===== src/hw/rtl/uft_pkg.sv =====
package uft_pkg;

    localparam int MAX_DATA = 3;

    typedef struct packed {
        logic [MAX_DATA-1:0][7:0] data;
        logic [1:0]               ndata;
        logic                     value_side;
        logic                     pair_done;
        logic                     string_done;
    } bundle_t;

endpackage


===== src/hw/rtl/urlencoded_form_tokenizer.sv =====
// Channel   Handshake            Payload
// input     in_valid / in_stall  raw_byte, final_byte
// output    out_valid / out_stall decoded_byte, carries_byte, in_value_part,
//                                pair_done, string_done
//
// A byte is decoded in the cycle it is accepted and its results are queued as one request.
// The output register sends one result per cycle while out_stall is low, so input runs at
// one byte per cycle as long as each byte yields at most one result; extra results drain
// from the queue. Reset clears the decoder state, the queue and the output valid at once.
// The input stalls only while the queue of QUEUE_DEPTH requests is full.
module urlencoded_form_tokenizer
    import uft_pkg::*;
#(
    parameter int QUEUE_DEPTH = 4
)
(
    input  logic       clk,
    input  logic       rst_n,
    input  logic       in_valid,
    output logic       in_stall,
    input  logic [7:0] raw_byte,
    input  logic       final_byte,
    output logic       out_valid,
    input  logic       out_stall,
    output logic [7:0] decoded_byte,
    output logic       carries_byte,
    output logic       in_value_part,
    output logic       pair_done,
    output logic       string_done
);

    bundle_t front_bundle;
    bundle_t head;
    logic    push;
    logic    pop;
    logic    full;
    logic    empty;
    logic    accept;

    assign in_stall = full;
    assign accept   = in_valid && !full;

    uft_front u_front
    (
        .clk        (clk),
        .rst_n      (rst_n),
        .accept     (accept),
        .raw_byte   (raw_byte),
        .final_byte (final_byte),
        .push       (push),
        .bundle     (front_bundle)
    );

    uft_queue #(.DEPTH(QUEUE_DEPTH)) u_queue
    (
        .clk       (clk),
        .rst_n     (rst_n),
        .push      (push),
        .push_data (front_bundle),
        .pop       (pop),
        .head      (head),
        .full      (full),
        .empty     (empty)
    );

    uft_back u_back
    (
        .clk           (clk),
        .rst_n         (rst_n),
        .head          (head),
        .empty         (empty),
        .pop           (pop),
        .out_valid     (out_valid),
        .out_stall     (out_stall),
        .decoded_byte  (decoded_byte),
        .carries_byte  (carries_byte),
        .in_value_part (in_value_part),
        .pair_done     (pair_done),
        .string_done   (string_done)
    );

endmodule


===== src/hw/rtl/uft_front.sv =====
module uft_front
    import uft_pkg::*;
(
    input  logic       clk,
    input  logic       rst_n,
    input  logic       accept,
    input  logic [7:0] raw_byte,
    input  logic       final_byte,
    output logic       push,
    output bundle_t    bundle
);

    localparam logic [7:0] CHAR_PERCENT = 8'h25;
    localparam logic [7:0] CHAR_PLUS    = 8'h2B;
    localparam logic [7:0] CHAR_AMP     = 8'h26;
    localparam logic [7:0] CHAR_EQUALS  = 8'h3D;
    localparam logic [7:0] CHAR_SPACE   = 8'h20;

    localparam logic [1:0] ESC_NONE  = 2'd0;
    localparam logic [1:0] ESC_PCT   = 2'd1;
    localparam logic [1:0] ESC_DIGIT = 2'd2;

    function automatic logic [4:0] nibble_of(input logic [7:0] c);
        logic [4:0] r;
        r = 5'd0;
        if (c >= 8'h30 && c <= 8'h39)
        begin
            r = {1'b1, 4'(c - 8'h30)};
        end
        else if (c >= 8'h61 && c <= 8'h66)
        begin
            r = {1'b1, 4'(c - 8'h61 + 8'd10)};
        end
        else if (c >= 8'h41 && c <= 8'h46)
        begin
            r = {1'b1, 4'(c - 8'h41 + 8'd10)};
        end
        return r;
    endfunction

    logic       value_side_reg, value_side_next;
    logic       pair_open_reg, pair_open_next;
    logic [1:0] escape_count_reg, escape_count_next;
    logic [3:0] high_nibble_reg, high_nibble_next;
    logic [7:0] high_char_reg, high_char_next;

    logic [4:0]               hex;
    logic                     do_plain;
    logic [1:0]               nd;
    logic [MAX_DATA-1:0][7:0] dat;
    logic                     pd;
    logic                     sd;

    always_comb
    begin
        hex               = nibble_of(raw_byte);
        value_side_next   = value_side_reg;
        pair_open_next    = pair_open_reg;
        escape_count_next = escape_count_reg;
        high_nibble_next  = high_nibble_reg;
        high_char_next    = high_char_reg;
        do_plain          = 1'b0;
        nd                = 2'd0;
        dat               = '0;
        pd                = 1'b0;
        sd                = 1'b0;

        unique case (escape_count_reg)
            ESC_PCT:
            begin
                if (hex[4])
                begin
                    high_nibble_next  = hex[3:0];
                    high_char_next    = raw_byte;
                    escape_count_next = ESC_DIGIT;
                end
                else
                begin
                    escape_count_next = ESC_NONE;
                    dat[nd]           = CHAR_PERCENT;
                    nd                = nd + 2'd1;
                    do_plain          = 1'b1;
                end
            end
            ESC_DIGIT:
            begin
                escape_count_next = ESC_NONE;
                if (hex[4])
                begin
                    dat[nd] = {high_nibble_reg, hex[3:0]};
                    nd      = nd + 2'd1;
                end
                else
                begin
                    dat[nd]  = CHAR_PERCENT;
                    nd       = nd + 2'd1;
                    dat[nd]  = high_char_reg;
                    nd       = nd + 2'd1;
                    do_plain = 1'b1;
                end
            end
            default:
            begin
                escape_count_next = ESC_NONE;
                do_plain          = 1'b1;
            end
        endcase

        if (do_plain)
        begin
            if (raw_byte == CHAR_AMP)
            begin
                pd              = pair_open_next;
                value_side_next = 1'b0;
                pair_open_next  = 1'b0;
            end
            else
            begin
                pair_open_next = 1'b1;
                if (raw_byte == CHAR_EQUALS && !value_side_next)
                begin
                    value_side_next = 1'b1;
                end
                else if (raw_byte == CHAR_PERCENT)
                begin
                    escape_count_next = ESC_PCT;
                end
                else
                begin
                    dat[nd] = (raw_byte == CHAR_PLUS) ? CHAR_SPACE : raw_byte;
                    nd      = nd + 2'd1;
                end
            end
        end

        if (final_byte)
        begin
            if (escape_count_next == ESC_PCT)
            begin
                dat[nd] = CHAR_PERCENT;
                nd      = nd + 2'd1;
            end
            else if (escape_count_next == ESC_DIGIT)
            begin
                dat[nd] = CHAR_PERCENT;
                nd      = nd + 2'd1;
                dat[nd] = high_char_next;
                nd      = nd + 2'd1;
            end
            if (pair_open_next)
            begin
                pd = 1'b1;
            end
            sd                = 1'b1;
            value_side_next   = 1'b0;
            pair_open_next    = 1'b0;
            escape_count_next = ESC_NONE;
            high_nibble_next  = 4'd0;
            high_char_next    = 8'd0;
        end
    end

    assign bundle.data        = dat;
    assign bundle.ndata       = nd;
    assign bundle.value_side  = value_side_reg;
    assign bundle.pair_done   = pd;
    assign bundle.string_done = sd;
    assign push               = accept && (nd != 2'd0 || pd || sd);

    always_ff @(posedge clk or negedge rst_n)
    begin
        if (!rst_n)
        begin
            value_side_reg   <= 1'b0;
            pair_open_reg    <= 1'b0;
            escape_count_reg <= ESC_NONE;
            high_nibble_reg  <= 4'd0;
            high_char_reg    <= 8'd0;
        end
        else if (accept)
        begin
            value_side_reg   <= value_side_next;
            pair_open_reg    <= pair_open_next;
            escape_count_reg <= escape_count_next;
            high_nibble_reg  <= high_nibble_next;
            high_char_reg    <= high_char_next;
        end
    end

endmodule


===== src/hw/rtl/uft_queue.sv =====
module uft_queue
    import uft_pkg::*;
#(
    parameter int DEPTH = 4
)
(
    input  logic    clk,
    input  logic    rst_n,
    input  logic    push,
    input  bundle_t push_data,
    input  logic    pop,
    output bundle_t head,
    output logic    full,
    output logic    empty
);

    localparam int PW = (DEPTH > 1) ? $clog2(DEPTH) : 1;
    localparam int CW = $clog2(DEPTH + 1);

    bundle_t         entries [DEPTH];
    logic [PW-1:0]   wr_ptr_reg, wr_ptr_next;
    logic [PW-1:0]   rd_ptr_reg, rd_ptr_next;
    logic [CW-1:0]   count_reg, count_next;

    always_comb
    begin
        wr_ptr_next = wr_ptr_reg;
        rd_ptr_next = rd_ptr_reg;
        count_next  = count_reg;
        if (push)
        begin
            wr_ptr_next = (wr_ptr_reg == PW'(DEPTH - 1)) ? '0 : wr_ptr_reg + PW'(1);
        end
        if (pop)
        begin
            rd_ptr_next = (rd_ptr_reg == PW'(DEPTH - 1)) ? '0 : rd_ptr_reg + PW'(1);
        end
        if (push && !pop)
        begin
            count_next = count_reg + CW'(1);
        end
        else if (pop && !push)
        begin
            count_next = count_reg - CW'(1);
        end
    end

    assign head  = entries[rd_ptr_reg];
    assign full  = (count_reg == CW'(DEPTH));
    assign empty = (count_reg == '0);

    always_ff @(posedge clk)
    begin
        if (push)
        begin
            entries[wr_ptr_reg] <= push_data;
        end
    end

    always_ff @(posedge clk or negedge rst_n)
    begin
        if (!rst_n)
        begin
            wr_ptr_reg <= '0;
            rd_ptr_reg <= '0;
            count_reg  <= '0;
        end
        else
        begin
            wr_ptr_reg <= wr_ptr_next;
            rd_ptr_reg <= rd_ptr_next;
            count_reg  <= count_next;
        end
    end

endmodule


===== src/hw/rtl/uft_back.sv =====
module uft_back
    import uft_pkg::*;
(
    input  logic       clk,
    input  logic       rst_n,
    input  bundle_t    head,
    input  logic       empty,
    output logic       pop,
    output logic       out_valid,
    input  logic       out_stall,
    output logic [7:0] decoded_byte,
    output logic       carries_byte,
    output logic       in_value_part,
    output logic       pair_done,
    output logic       string_done
);

    logic [2:0] idx_reg, idx_next;
    logic       out_valid_reg, out_valid_next;
    logic [7:0] decoded_byte_reg, decoded_byte_next;
    logic       carries_byte_reg, carries_byte_next;
    logic       in_value_part_reg, in_value_part_next;
    logic       pair_done_reg, pair_done_next;
    logic       string_done_reg, string_done_next;

    logic [2:0] total;
    logic       load;

    always_comb
    begin
        total = {1'b0, head.ndata} + {2'b00, head.pair_done} + {2'b00, head.string_done};
        load  = !empty && (!out_valid_reg || !out_stall);
        pop   = load && (idx_reg == total - 3'd1);

        idx_next           = idx_reg;
        out_valid_next     = out_valid_reg && out_stall;
        decoded_byte_next  = decoded_byte_reg;
        carries_byte_next  = carries_byte_reg;
        in_value_part_next = in_value_part_reg;
        pair_done_next     = pair_done_reg;
        string_done_next   = string_done_reg;

        if (load)
        begin
            out_valid_next = 1'b1;
            idx_next       = pop ? 3'd0 : idx_reg + 3'd1;
            if (idx_reg < {1'b0, head.ndata})
            begin
                decoded_byte_next  = head.data[idx_reg[1:0]];
                carries_byte_next  = 1'b1;
                in_value_part_next = head.value_side;
                pair_done_next     = 1'b0;
                string_done_next   = 1'b0;
            end
            else
            begin
                decoded_byte_next  = 8'd0;
                carries_byte_next  = 1'b0;
                in_value_part_next = 1'b0;
                pair_done_next     = head.pair_done && (idx_reg == {1'b0, head.ndata});
                string_done_next   = !pair_done_next;
            end
        end
    end

    always_ff @(posedge clk or negedge rst_n)
    begin
        if (!rst_n)
        begin
            idx_reg       <= 3'd0;
            out_valid_reg <= 1'b0;
        end
        else
        begin
            idx_reg       <= idx_next;
            out_valid_reg <= out_valid_next;
        end
    end

    always_ff @(posedge clk)
    begin
        decoded_byte_reg  <= decoded_byte_next;
        carries_byte_reg  <= carries_byte_next;
        in_value_part_reg <= in_value_part_next;
        pair_done_reg     <= pair_done_next;
        string_done_reg   <= string_done_next;
    end

    assign out_valid     = out_valid_reg;
    assign decoded_byte  = decoded_byte_reg;
    assign carries_byte  = carries_byte_reg;
    assign in_value_part = in_value_part_reg;
    assign pair_done     = pair_done_reg;
    assign string_done   = string_done_reg;

endmodule


===== config.mk =====
export PLATFORM = sky130hd
export DESIGN_NAME = urlencoded_form_tokenizer
export DESIGN_NICKNAME = d
export VERILOG_FILES = /design/src/hw/rtl/uft_pkg.sv /design/src/hw/rtl/urlencoded_form_tokenizer.sv /design/src/hw/rtl/uft_front.sv /design/src/hw/rtl/uft_queue.sv /design/src/hw/rtl/uft_back.sv
export SDC_FILE = /design/constraint.sdc
export NUM_CORES = 1
export LEC_CHECK = 0
export ABC_AREA = 1
export BUFFER_PORTS_ARGS = -buffer_cell sky130_fd_sc_hd__buf_2
export CAP_MARGIN = 10
export CORE_UTILIZATION = 65
export CTS_CLUSTER_DIAMETER = 120
export DETAILED_ROUTE_END_ITERATION = 8
export PLACE_DENSITY = 0.83
export SLEW_MARGIN = 5
export SYNTH_ARGS = -nofsm -noshare
export SYNTH_HDL_FRONTEND = slang
export SYNTH_SLANG_ARGS = --single-unit

===== constraint.sdc =====
create_clock -name clk -period 8.94 [get_ports clk]
set_clock_uncertainty 0.15 [all_clocks]
set_input_delay 1.788 -clock clk [delete_from_list [all_inputs] [get_ports clk]]
set_output_delay 1.788 -clock clk [all_outputs]
set_load 0.005 [all_outputs]

* After elaboration in Yosys (flattened, before gate mapping)
Memory sizes are Yosys's and may differ from the RTL's.
Cells that the tools add are included.
** Storage, ports and cells
- Bits in registers :: 39
- Latch bits :: 0
- RAM bits :: 116
- Bits in read-only memories :: 0
- Input port bits :: 13
- Output and inout bits :: 14
- Logic and storage cells :: 170
- Memories :: 1
** Memories
- u_queue.entries :: words 4, width 29, read ports 1, clocked after Yosys merged registers in 0, write ports 1, RTL line uft_queue.sv:20 : bundle_t entries [DEPTH];
** Operators by class
- Add/sub/neg operators :: 16
- Multipliers :: 0
- Div/mod/pow operators :: 0
- Order comparisons :: 14
- Equal/unequal tests :: 13
- Shift-type cells :: 0
- Mux-type cells :: 72
- Bitwise operators :: 3
- Reductions and logical operators :: 36
** Operator list (number)
- 24-bit 2-to-1 mux :: 7
- 8-bit 2-to-1 mux :: 11
- 24-bit bitwise mux :: 2
- 8-bit demux with 2-bit select :: 3
- 2-bit 2-to-1 mux :: 17
- 8-bit by 6-bit == test with 1-bit output, second input constant :: 4
- 1-bit 2-to-1 mux :: 19
- 8-bit binary-select mux with 2-bit select :: 1
- 8-bit by 7-bit >= comparator with 1-bit output, second input constant :: 2
- 8-bit by 7-bit <= comparator with 1-bit output, second input constant :: 2
- 8-bit one-hot mux with 2 select lines :: 1
- 15-bit AND :: 1
- 1-bit logical AND :: 15
- 5-bit 2-to-1 mux :: 3
- 15-bit NOT :: 1
- 2-bit by 3-bit < comparator with 1-bit output, second input constant :: 4
- 4-bit 2-to-1 mux :: 3
- 4-bit by 1-bit subtractor with 4-bit output, second input constant :: 3
- 2-bit by 1-bit adder with 2-bit output, second input constant :: 5
- 2-bit nonzero test :: 5
- 3-bit 2-to-1 mux :: 3
- 9-bit OR :: 1
- 4-bit adder, second input constant :: 2
- 2-bit == test, second input constant :: 4
- 20 further kinds :: 35

* Logic depth before layout (Yosys ltp)
Gate-level depths: netlist of the first run.
- Depth after elaboration :: 25
- Gate-level depth with buffers :: 26
- Gate-level depth less buffers :: 26

* Hierarchy
Synthesis of the first run repeated with hierarchy kept, for this count alone.
** Unflattened totals
- Cell total of the unflattened synthesis :: 830
- Area, all modules :: 8224.1 µm²
** Modules (own cells, without submodules)
- uft_queue :: times used 1, cells each 389, area each 5153.7 µm², sequential area each 3658.5 µm²
- uft_front :: times used 1, cells each 325, area each 2102.0 µm², sequential area each 400.4 µm²
- uft_back :: times used 1, cells each 114, area each 958.4 µm², sequential area each 460.4 µm²
- urlencoded_form_tokenizer :: times used 1, cells each 2, area each 10.0 µm², sequential area each 0.0 µm²

* Worst setup path before layout of the first run
No wires, ideal clock.
- Path kind :: input -> register
- From :: in raw_byte[1]
- To :: mem u_queue.entries[3][0] (netlist bit) (enable)
- Setup time :: 415 ps
- Arrival :: 4891 ps
- Required time :: 8375 ps
- Path slack :: 3484 ps
- Cell stages on the path :: 20
- Path buffers :: 0
- Path through :: inv_1 ha_1 inv_1 nor2_1 nand2_1 nand2_2 nand2_4 nand2_8 nand2_1 nand2_1 ha_1 nand2_1 nand3_2 ha_1 inv_1 nand2_1 nand2_1 nand3_2 nand2_4 nor2_1
** On the way
- Word-level cells in the longest chain between the ends :: 23
- Elaborated cells between the ends (all ways) :: 51
- Those cells by class :: 3 x add/sub; 6 x order compare; 5 x eq/ne; 29 x mux; 8 x reduce/logical
** Ends and longest elaborated chain
- start, declared :: RTL line urlencoded_form_tokenizer.sv:21 : input logic [7:0] raw_byte,
- 8-bit by 7-bit >= comparator with 1-bit output or 8-bit by 7-bit <= comparator with 1-bit output (tied branches) :: RTL line uft_front.sv:34 : else if (c >= 8'h41 && c <= 8'h46)
- 1-bit logical AND :: RTL line uft_front.sv:34
- 5-bit 2-to-1 mux :: RTL line uft_front.sv:34
- 5-bit 2-to-1 mux :: RTL line uft_front.sv:30 : else if (c >= 8'h61 && c <= 8'h66)
- 5-bit 2-to-1 mux :: RTL line uft_front.sv:26 : if (c >= 8'h30 && c <= 8'h39)
- 2-bit 2-to-1 mux or 1-bit 2-to-1 mux (tied branches) :: RTL line uft_front.sv:88, uft_front.sv:71
- 2-bit one-hot mux with 2 select lines :: RTL line uft_front.sv:68 : unique case (escape_count_reg)
- 2-bit by 1-bit adder with 2-bit output :: RTL line uft_front.sv:131 : nd = nd + 2'd1;
- (+6 left out)
- 2-bit 2-to-1 mux :: RTL line uft_front.sv:143 : else if (escape_count_next == ESC_DIGIT)
- 2-bit 2-to-1 mux :: RTL line uft_front.sv:138 : if (escape_count_next == ESC_PCT)
- 2-bit 2-to-1 mux :: RTL line uft_front.sv:136 : if (final_byte)
- 2-bit nonzero test :: RTL line uft_front.sv:168 : assign push = accept && (nd != 2'd0 || pd || sd);
- 1-bit logical OR (*) (2 in series) :: RTL line uft_front.sv:168
- 1-bit logical AND (*) :: RTL line uft_front.sv:168
- 1-bit 2-to-1 mux (*) :: RTL line uft_queue.sv:54 : if (push)
- 1-bit 2-to-1 mux (implied by the code) (*) :: RTL line uft_queue.sv:56 : entries[wr_ptr_reg] <= push_data;
- end, declared :: RTL line uft_queue.sv:20
Every way passes the cells marked *; elsewhere a longest branch is shown, timed or not.

* Worst setup path in the final report of the first run
- From :: in raw_byte[0]
- To :: reg u_queue.count_reg[2]
** On the way
- Word-level cells in the longest chain between the ends :: 24
- Elaborated cells between the ends (all ways) :: 54
- Those cells by class :: 3 x add/sub; 6 x order compare; 5 x eq/ne; 28 x mux; 12 x reduce/logical
** Ends and longest elaborated chain
- 8-bit by 7-bit >= comparator with 1-bit output or 8-bit by 7-bit <= comparator with 1-bit output (tied branches) :: RTL line uft_front.sv:34
- 1-bit logical AND :: RTL line uft_front.sv:34
- 5-bit 2-to-1 mux :: RTL line uft_front.sv:34
- 5-bit 2-to-1 mux :: RTL line uft_front.sv:30
- 5-bit 2-to-1 mux :: RTL line uft_front.sv:26
- 2-bit 2-to-1 mux or 1-bit 2-to-1 mux (tied branches) :: RTL line uft_front.sv:88, uft_front.sv:71
- 2-bit one-hot mux with 2 select lines :: RTL line uft_front.sv:68
- 2-bit by 1-bit adder with 2-bit output :: RTL line uft_front.sv:131
- (+8 left out)
- 2-bit 2-to-1 mux :: RTL line uft_front.sv:136
- 2-bit nonzero test :: RTL line uft_front.sv:168
- 1-bit logical OR (*) (2 in series) :: RTL line uft_front.sv:168
- 1-bit logical AND (*) :: RTL line uft_front.sv:168
- net push :: RTL line urlencoded_form_tokenizer.sv:34 : logic push;
- 1-bit logical NOT :: RTL line uft_queue.sv:42 : else if (pop && !push)
- 1-bit logical AND :: RTL line uft_queue.sv:42
- 2-bit nonzero test (no source line)
- end signal, assigned :: RTL line uft_queue.sv:72 : count_reg <= count_next;
- end, declared :: RTL line uft_queue.sv:23 : logic [CW-1:0] count_reg, count_next;
The timed path passes the listed nets; every way through them passes the cells marked *.
A chain may end at the register's enable or synchronous reset.

==> reports/qor.txt, run 1 <==
status: finished clean
initial antenna violation count: 0
Max Cap Viol: 0
Initial Util: 68.06%
Core Region: 11,080 um2
WP buf/inv: 6
cts repair resizes: 0
die area: 12,030 um2
Synth-to-Final Area Change: 11.45%
setup violators final: 0
hold buffers post-CTS: 0
Final Hold Fails: 0
Async S/R FF share, synth: 17.42%
cts bufs inserted: 17
Synth Register Bits: 155
Worst Setup SP: raw_byte[0]
slowest library cell on the worst path: fa_1
clock share of power: 27.4%
CTS tree: built
main flop type after synthesis: edfxtp_1
routed length on met1: 7704 um
Tcrit/Tclk final: 56.45%
Worst R2R Start: u_queue.rd_ptr_reg[1]$_DFFE_PN0P_
post-route insts no fill: 913
post-CTS setup buffer count: 0
P per Cell Area: 313.6 nW/um2
max FFs per register: 116
P_leak: 3.406 nW
DP Area: 7816 um2
Net Sw Power: 0.9781 mW
cell count after synthesis: 731
fmax: 198.1 MHz
Sw Share: 37.11%
register area: 4519 um2
TNS Setup: 0 ns
final wirelength: 19,400 um
syn_area_per_cell: 10.31 um2
Filler Cells Inserted: 696
WP data required: 9.08 ns
DRC: 0
clk_lat worst skew: 0.42 ns
I/O pin count: 27
Design Area, Final: 8403 um2
ANT cells: 0
total global routing overflow: 0
layout cells sized above 1: 13.71%
reg2reg setup slack: 4.16 ns
first-pass GRT wire length: 30,410 um
die width: 109.7 um
post-synthesis cell type count: 40
Mapped Area: 7540 um2
Worst Hold Class: register to register
type of origin of the critical path: input pin
DPL Wire Length: 12,900 um
Total GRT Usage: 35.27%
Num Clock Sinks: 155
Core Rows: 38
Initial DRC Count: 810
crit path DAT: 5.19 ns
CP Max Fanout: 8
setup ws final: 3.893 ns
YS warnings: 0
cell repeated most along the worst path: nand2_1
DR vias: 5,845
DP Cell Count: 881
Die H: 109.7 um
Slew @ Worst Pin: 1.068 ns
register area share after synthesis: 59.94%
multi-input logic area: 2590 um2
largest net degree at the start of global routing: 62
post-layout min period: 5.047 ns
met3 WL: 1717 um
Place WS: 3.453 ns
drt pass-1 iters: 6
Worst setup EP type: register
GP Congestion: 1.005
internal power: 1.657 mW
max_slew headroom: 28.71%
Largest delay share family, worst path: adder cells
hold slack: 0.3694 ns
vias in the first global route: 5,662
Worst-path clk slew: 0.06 ns
Post-synth EDFFs: 128
clk buf depth: 2
VDD IR max: 0.0004378 V
hold_sp: u_back.out_valid$_DFF_PN0_
Top Layer Used: met4
H-tree depth: 4
CP Class: input pin to register
clk root buf: clkbuf_16
setup repair after global routing missed its margin: false
Seq pwr share: 39.6%
number of vias per cell: 6.402
Gate power share: 33.0%
met2 routed WL: 9176 um
Port Buf Inserts: 26
Nets: 800
Synth Net Count: 771
Slew Limit Fails: 0
ANT nets after route: 0
slowest stage delay, CP: 0.43 ns
WL per Instance: 21.25 um
stage by stage:
step | total power [mW] | utilization, %
finish | 2.636 | 75.85
global route | 2.767 | 75.85
detailed placement | 1.903 | 70.56
CTS | 2.621 | 75.85
global placement | 1.831 | 70.56
floorplan | 1.612 | -
path summary, 6_finish.rpt:
kind,end,depth (start not counted)
setup / recovery,u_queue.count_reg[2]$_DFFE_PN0P_,27
hold / removal,u_back.out_valid$_DFF_PN0_,2
setup reg to reg,u_queue.count_reg[2]$_DFFE_PN0P_,18
hold reg to reg,u_back.out_valid$_DFF_PN0_,2
max in group asynchronous,u_front.high_char_reg[1]$_DFFE_PN0P_,1
min in group asynchronous,u_front.high_nibble_reg[2]$_DFFE_PN0P_,1
cells in the final DEF, fill, tap and decap left out, types with 2 or more instances in the layout:
master	instances
ha_1	25
bufinv_16	2
buf_4	8
a21oi_4	2
a21oi_1	26
o21ai_0	80
buf_2	26
nand2_8	2
nor2_1	83
nand2_1	102
nor2_2	7
xor2_1	6
inv_1	78
nand4_1	5
o21bai_1	2
nand2_4	2
o21ai_1	13
o22ai_1	35
edfxtp_1	128
fa_1	2
xnor2_1	2
a32o_1	2
inv_2	12
nand3_2	5
o211ai_1	6
inv_6	6
nand2_2	7
dfrtp_1	27
clkbuf_16	17
clkinv_2	3
o221ai_1	11
clkinvlp_4	3
nand3_1	26
worst reg2reg max path: stages, from the launching register on:
cell and delay, ns:
dfrtp_1 0.36, buf_4 0.23, inv_1 0.81, a21oi_1 0.11, a32oi_1 0.36, inv_1 0.08
ha_1 0.28, inv_1 0.05, ha_1 0.20, fa_1 0.49, xor2_1 0.15, nor3_1 0.07
nand2_1 0.20, ha_1 0.19, inv_1 0.07, fa_1 0.43, a21oi_1 0.14, o21ai_0 0.11
xor2_1 0.17
cell usage after synthesis (2+ instances only):
cell / count / area share [%]
nand2_1: 102 / 5.1
nand2_4: 2 / 0.30
nand2_2: 7 / 0.58
dfrtp_1: 27 / 9.0
a21oi_1: 26 / 1.7
a32o_1: 2 / 0.27
xor2_1: 6 / 0.70
nand3_1: 26 / 1.7
edfxtp_1: 128 / 51
nor2_2: 3 / 0.25
o21bai_1: 2 / 0.20
nand3_2: 5 / 0.66
o221ai_1: 11 / 1.3
nor2_1: 87 / 4.3
xnor2_1: 2 / 0.23
inv_2: 12 / 0.60
clkbuf_1: 22 / 1.1
o22ai_1: 35 / 2.9
a21oi_4: 2 / 0.43
o21ai_0: 80 / 5.3
fa_1: 2 / 0.53
inv_1: 78 / 3.9
nand2_8: 2 / 0.53
ha_1: 25 / 4.1
o211ai_1: 6 / 0.60
nand4_1: 5 / 0.41
o21ai_1: 13 / 0.86
cell type report:
cell class | instances | share of cell area (%)
clock buffer | 17 | 5.063
clock inverter | 15 | 1.921
inverter | 91 | 4.065
multi-input combinational | 461 | 30.82
sequential | 155 | 53.78
tap | 140 | 2.085
timing repair buffer | 34 | 2.263
power by group through the flow:
stage | clock, mW | combinational, mW | sequential (mW)
3_3_place_gp | 0 | 0.788 | 1.04
2_1_floorplan | 0 | 0.576 | 1.04
6_report | 0.721 | 0.871 | 1.04
5_1_grt | 0.746 | 0.965 | 1.06
3_5_place_dp | 0 | 0.848 | 1.05
4_1_cts | 0.718 | 0.861 | 1.04
routing by layer:
layer,GRT usage [%],up-vias
li1,-,2605
met2,56.06,403
met1,46.75,2757
met5,0,-
met4,16.86,0
met3,7.113,80
cell families after synthesis:
family | after synthesis | synth area share (%)
XOR/XNOR | 8 | 0.9293
buffers and inverters | 115 | 5.841
adder cells (fa/ha/maj) | 27 | 4.680
flip-flops | 155 | 59.94
AND/OR/NAND/NOR | 243 | 14.39
AO/OA/AOI/OAI | 183 | 14.22
No activity file was read; power rests on OpenSTA's default activity.
==> inputs of run 2 (changes only) <==
Settings changed: ABC_AREA 1 to 0, CORE_UTILIZATION 65 to 62, PLACE_DENSITY 0.83 to 0.8.
Clock period 8.94 ns to 5.1 ns, I/O delays scaled along.
==> reports/qor.txt, run 2 <==
cell count after synthesis: 516 (-29%)
post-route insts no fill: 705 (-23%)
status: finished clean
P per Cell Area: 520.8 nW/um2 (+66%)
Filler Cells Inserted: 720 (+3.4%)
most frequent cell after synthesis: edfxtp_1
Core Rows: 39 (+2.6%)
DPL Wire Length: 10,380 um (-20%)
first-pass GRT wire length: 24,780 um (-18%)
setup violators final: 0 (unchanged)
die area: 12,260 um2 (+1.9%)
Total GRT Usage: 27.43% (-7.8 points)
initial antenna violation count: 0 (unchanged)
Worst Hold Class: register to register
Final Power: 4.270 mW (+62%)
cts repair resizes: 0 (unchanged)
clk root buf: clkbuf_16
WP data required: 5.30 ns (-3.78 ns)
Post-synth EDFFs: 128 (unchanged)
crit path DAT: 4.63 ns (-0.56 ns)
hold buffers post-CTS: 0 (unchanged)
die width: 110.7 um (+0.95%)
VDD IR max: 0.0004639 V (+6.0%)
main flop type after synthesis: edfxtp_1
layout cells sized above 1: 19.40% (+5.7 points)
Design Area, Final: 8199 um2 (-2.4%)
DP Area: 7624 um2 (-2.5%)
GP Congestion: 0.9556 (-5.0%)
Worst setup EP type: register
register area share after synthesis: 61.64% (+1.7 points)
Final Hold Fails: 0 (unchanged)
Async S/R FF share, synth: 17.42% (unchanged)
vias in the first global route: 4,526 (-20%)
Initial Util: 63.94% (-4.1 points)
fmax: 225.7 MHz
DR vias: 4,540 (-22%)
Worst-path clk slew: 0.06 ns (about the same)
top post-synthesis cells by count: 128 x edfxtp_1, 36 x nand2_1, 32 x inv_1
I/O pin count: 27 (unchanged)
DRC: 0 (unchanged)
largest area contributor in the netlist: edfxtp_1
Core Region: 11,470 um2 (+3.5%)
WL per Instance: 22.04 um (+3.7%)
CP Max Fanout: 9 (+1)
final wirelength: 15,540 um (-20%)
max_slew headroom: 25.60% (-3.1 points)
hold slack: 0.3474 ns (-0.02204 ns)
Slew @ Worst Pin: 1.109 ns (+0.04104 ns)
total global routing overflow: 0 (unchanged)
clk buf depth: 2 (unchanged)
most frequent cells in the layout: 128 x edfxtp_1, 36 x nand2_1, 32 x inv_1
Synth Register Bits: 155 (unchanged)
type of origin of the critical path: input pin
Num Clock Sinks: 155 (unchanged)
Synth Net Count: 556 (-28%)
post-synthesis cell type count: 58 (+45%)
DP Cell Count: 673 (-24%)
Slew Limit Fails: 0 (unchanged)
clk_lat worst skew: 0.43 ns (about the same)
cts bufs inserted: 17 (unchanged)
ANT nets after route: 0 (unchanged)
number of vias per cell: 6.440 (+0.59%)
post-CTS setup buffer count: 0 (unchanged)
top cells by area, synth: edfxtp_1 52%, dfrtp_1 9.2%, mux4_2 8.9%
post-layout min period: 4.431 ns
Max Cap Viol: 0 (unchanged)
Synth top area share: 52.42% (+1.4 points)
Mapped Area: 7332 um2 (-2.8%)
P_leak: 3.135 nW (-8.0%)
max FFs per register: 116 (unchanged)
Initial DRC Count: 416 (-49%)
CTS tree: built
Nets: 589 (-26%)
largest net degree at the start of global routing: 30 (-52%)
YS warnings: 0 (unchanged)
setup repair after global routing missed its margin: false
Synth-to-Final Area Change: 11.83%
TNS Setup: 0 ns (unchanged)
drt pass-1 iters: 5 (-1)
CP Class: input pin to register
syn_area_per_cell: 14.21 um2 (+38%)
Die H: 110.7 um (+0.95%)
commonest non-fill, non-tap cell in the layout: edfxtp_1
Tcrit/Tclk final: 86.87%
ANT cells: 0 (unchanged)
H-tree depth: 4 (unchanged)
Port Buf Inserts: 26 (unchanged)
run 2: cell count changes in the layout (fill, tap and decap cells not counted), moves of 22 or more:
cell / before / now
nand2_1: 102 / 36
inv_1: 78 / 32
o21ai_0: 80 / 18
o22ai_1: 35 / 13
mux4_2: 0 / 29
nor2_1: 83 / 27
run 2: cell type report:
cell class | instances | area [um2] | share of cell area (%)
Multi-Input combinational cell | 306 | 2591 | 31.60
Timing Repair Buffer | 37 | 212.7 | 2.594
Clock inverter | 12 | 138.9 | 1.694
Sequential cell | 155 | 4521 | 55.14
Inverter | 32 | 120.1 | 1.465
Tap cell | 143 | 178.9 | 2.182
Clock buffer | 20 | 436.7 | 5.326
run 2: per-stage QoR:
stage / setup slack, ns / util [%]
after floorplan: 0.5322 / -
final: 0.6695 / 71.50
after global placement: 0.3948 / 66.48
after CTS: 0.7207 / 71.50
after detailed placement: 0.2979 / 66.48
after global routing: 0.3988 / 71.50
run 2: path summary, 6_finish.rpt:
path / from / slack [ns] / to / depth (start not counted)
min in group asynchronous: rst_n / 0.50 / u_front.value_side_reg$_DFFE_PN0P_ / 1
hold reg to reg: u_queue.count_reg[2]$_DFFE_PN0P_ / 0.35 / u_queue.count_reg[2]$_DFFE_PN0P_ / 1
max in group asynchronous: rst_n / 3.80 / u_queue.rd_ptr_reg[0]$_DFFE_PN0P_ / 1
setup / recovery: raw_byte[1] / 0.67 / u_queue.count_reg[2]$_DFFE_PN0P_ / 17
hold / removal: u_queue.count_reg[2]$_DFFE_PN0P_ / 0.35 / u_queue.count_reg[2]$_DFFE_PN0P_ / 1
setup reg to reg: u_queue.rd_ptr_reg[0]$_DFFE_PN0P_ / 1.18 / u_queue.count_reg[1]$_DFFE_PN0P_ / 14
run 2: layer usage:
layer	routed length (um)	global-route usage [%]	part of all wire, %	vias to the layer above
met5	0	0	0	-
met4	294	9.333	1.9	0
met3	1070	6.889	6.9	32
met2	7820	45.88	50	205
met1	6356	35.20	41	2267
li1	-	-	-	2036
run 2: cells by family after synthesis:
kind of cell	Yosys count	share of synthesized area [%]
AOI/OAI and AO/OA	103	9.608
xor gates and xnor gates	12	1.433
adders and majority gates	27	4.812
buffers and inverters	55	3.020
DFF	155	61.64
muxes	43	10.90
and+or+nand+nor	121	8.584
run 2: power breakdown:
group / switching (mW) / total [mW] / internal, mW
Clock: 0.500 / 1.23 / 0.725
Combinational: 0.664 / 1.24 / 0.573
Sequential: 0.127 / 1.81 / 1.68
run 2: critical path, cell delays in order:
cell,delay (ns)
buf_2,0.18
inv_1,0.12
ha_1,0.26
or3b_1,0.40
and3_1,0.24
nor2_1,0.14
nand2_1,0.10
nand2_1,0.11
ha_1,0.24
o22a_1,0.26
a31oi_2,0.35
ha_1,0.25
inv_1,0.08
fa_1,0.44
xor2_1,0.17
nor2_1,0.11
xor2_1,0.15
==> inputs of run 3 (changes only) <==
Settings changed: PLACE_DENSITY 0.8 to not set, PLACE_DENSITY_LB_ADDON set to 0.08.
==> reports/qor.txt, run 3 (synthesis gave the netlist of run 2 again) <==
Worst Hold Class: register to register
status: finished clean
Worst-path clk slew: 0.06 ns (about the same)
Die H: 110.7 um (unchanged)
most frequent cells in the layout: 128 x edfxtp_1, 36 x nand2_1, 32 x inv_1
DPL Wire Length: 10,350 um (-0.31%)
cts repair resizes: 0 (unchanged)
TNS Setup: 0 ns (unchanged)
WP buf/inv: 2 (-1)
Initial Util: 63.94% (unchanged)
Gate power share: 28.2% (-0.7 points)
Net Sw Power: 1.278 mW (-0.99%)
H-tree depth: 4 (unchanged)
Total GRT Usage: 27.59% (+0.16 points)
Core Rows: 39 (unchanged)
Slew @ Worst Pin: 1.097 ns (-0.01253 ns)
fmax: 225.6 MHz (about the same)
Core Region: 11,470 um2 (unchanged)
I/O pin count: 27 (unchanged)
vias in the first global route: 4,484 (-0.93%)
Sw Share: 29.39% (-0.84 points)
Synth-to-Final Area Change: 12.58%
clk_lat worst skew: 0.43 ns (about the same)
Largest delay share family, worst path: simple AND/OR/NAND/NOR gates
crit path DAT: 4.42 ns (-0.21 ns)
Worst R2R Start: u_queue.rd_ptr_reg[1]$_DFFE_PN0P_
largest net degree at the start of global routing: 30 (unchanged)
die area: 12,260 um2 (unchanged)
max_slew headroom: 26.45% (+0.84 points)
slowest stage delay, CP: 0.58 ns (+0.14 ns)
cell repeated most along the worst path: ha_1
total global routing overflow: 0 (unchanged)
WL per Instance: 22.19 um (+0.65%)
GP Congestion: 0.9262 (-3.1%)
first-pass GRT wire length: 24,860 um (+0.31%)
DP Cell Count: 676 (+0.45%)
Nets: 592 (+0.51%)
Tcrit/Tclk final: 86.91% (about the same)
setup violators final: 0 (unchanged)
drt pass-1 iters: 5 (unchanged)
cts bufs inserted: 17 (unchanged)
setup repair after global routing missed its margin: false
slowest library cell on the worst path: o32ai_1
number of vias per cell: 6.346 (-1.5%)
WP data required: 5.09 ns (-0.21 ns)
DR vias: 4,493 (-1.0%)
reg2reg setup slack: 0.99 ns (-0.19 ns)
initial antenna violation count: 0 (unchanged)
P_leak: 3.161 nW (+0.84%)
die width: 110.7 um (unchanged)
Initial DRC Count: 331 (-20%)
clock share of power: 29.7% (+1.0 points)
CTS tree: built
max FFs per register: 116 (unchanged)
VDD IR max: 0.0004436 V (-4.4%)
Num Clock Sinks: 155 (unchanged)
Slew Limit Fails: 0 (unchanged)
Max Cap Viol: 0 (unchanged)
clk buf depth: 2 (unchanged)
post-layout min period: 4.433 ns (+0.002148 ns)
Seq pwr share: 42.0% (-0.4 points)
layout cells sized above 1: 19.82% (+0.43 points)
hold_sp: u_queue.count_reg[2]$_DFFE_PN0P_
hold buffers post-CTS: 0 (unchanged)
final wirelength: 15,710 um (+1.1%)
ANT cells: 0 (unchanged)
internal power: 3.071 mW (+3.1%)
CP Max Fanout: 9 (unchanged)
post-CTS setup buffer count: 0 (unchanged)
commonest non-fill, non-tap cell in the layout: edfxtp_1
P per Cell Area: 526.9 nW/um2 (+1.2%)
ANT nets after route: 0 (unchanged)
CP Class: input pin to register
type of origin of the critical path: input pin
Worst setup EP type: register
DRC: 0 (unchanged)
post-route insts no fill: 708 (+0.43%)
clk root buf: clkbuf_16
Port Buf Inserts: 26 (unchanged)
cells along the critical path: buf_2 > inv_1 > ha_1 > or3b_1 > and3_1 > nor2_1 > nand2_1 > nand2_1 > ha_1 > o22a_1 > ha_1 > and3_1 > a21o_1 > o32ai_1
Final Hold Fails: 0 (unchanged)
Worst Setup SP: raw_byte[1]
-- run 3: cell types whose count changed in the layout (fill, tap and decap cells not counted) --
cell | before | now
inv_6 | 4 | 0
buf_4 | 11 | 14
bufinv_16 | 2 | 4
clkinv_2 | 0 | 2
clkinv_4 | 2 | 0
clkinvlp_4 | 3 | 5
clkbuf_1 | 3 | 2
clkinv_1 | 1 | 2
-- run 3: worst register-to-register path, delay by kind of cell, from the launching register on --
| family | cells | cell delay, ns |
|---|---|---|
| flops | 1 | 0.75 |
| buf+inv | 5 | 0.46 |
| simple gates | 2 | 0.18 |
| mux | 1 | 0.35 |
| fa+ha+maj | 5 | 1.51 |
| xor+xnor | 4 | 0.65 |
-- run 3: per-layer routing --
layer	share of wire [%]	wire length, um	track usage (%)
met5	0	0	0
met3	6.2	973	6.452
met1	42	6618	37.49
met2	50	7861	44.64
met4	1.6	255	8.622
-- run 3: worst paths after layout --
| kind | cells after the start | end |
|---|---|---|
| max | 14 | u_queue.entries[3][16]$_DFFE_PP_ |
| min in group asynchronous | 1 | u_front.high_char_reg[6]$_DFFE_PN0P_ |
| min reg2reg | 1 | u_queue.count_reg[2]$_DFFE_PN0P_ |
| max in group asynchronous | 1 | u_queue.rd_ptr_reg[0]$_DFFE_PN0P_ |
| min | 1 | u_queue.count_reg[2]$_DFFE_PN0P_ |
| max reg2reg | 17 | u_queue.count_reg[2]$_DFFE_PN0P_ |
-- run 3: layout make-up --
cell class / instances / area (um2)
Clock buffer: 19 / 432.9
Clock inverter: 13 / 175.2
Fill cell: 754 / 3213
Inverter: 32 / 120.1
Multi-Input combinational cell: 306 / 2591
Sequential cell: 155 / 4521
Tap cell: 143 / 178.9
Timing Repair Buffer: 40 / 235.2
-- run 3: per-stage QoR --
| stage | power (mW) | util (%) | hold WS [ns] | area [um2] | worst slack (ns) |
|---|---|---|---|---|---|
| 6_report | 4.349 | 71.98 | 0.3507 | 8254 | 0.6673 |
| 5_1_grt | 4.566 | 71.98 | 0.3761 | 8254 | 0.5194 |
| 4_1_cts | 4.386 | 71.98 | 0.3518 | 8254 | 0.7771 |
| 3_5_place_dp | 3.083 | 66.68 | 0.3368 | 7646 | 0.3418 |
| 3_3_place_gp | 3.033 | 66.68 | 0.3216 | 7646 | 0.5071 |
| 2_1_floorplan | 2.704 | - | 0.3071 | 7332 | 0.5322 |
-- run 3: power by group through the flow --
stage          combinational [mW]  sequential, mW  clock [mW]
3_5_place_dp                 1.23            1.85           0
2_1_floorplan               0.917            1.79           0
5_1_grt                      1.35            1.86        1.36
3_3_place_gp                 1.20            1.83           0
4_1_cts                      1.25            1.83        1.31
6_report                     1.23            1.83        1.29
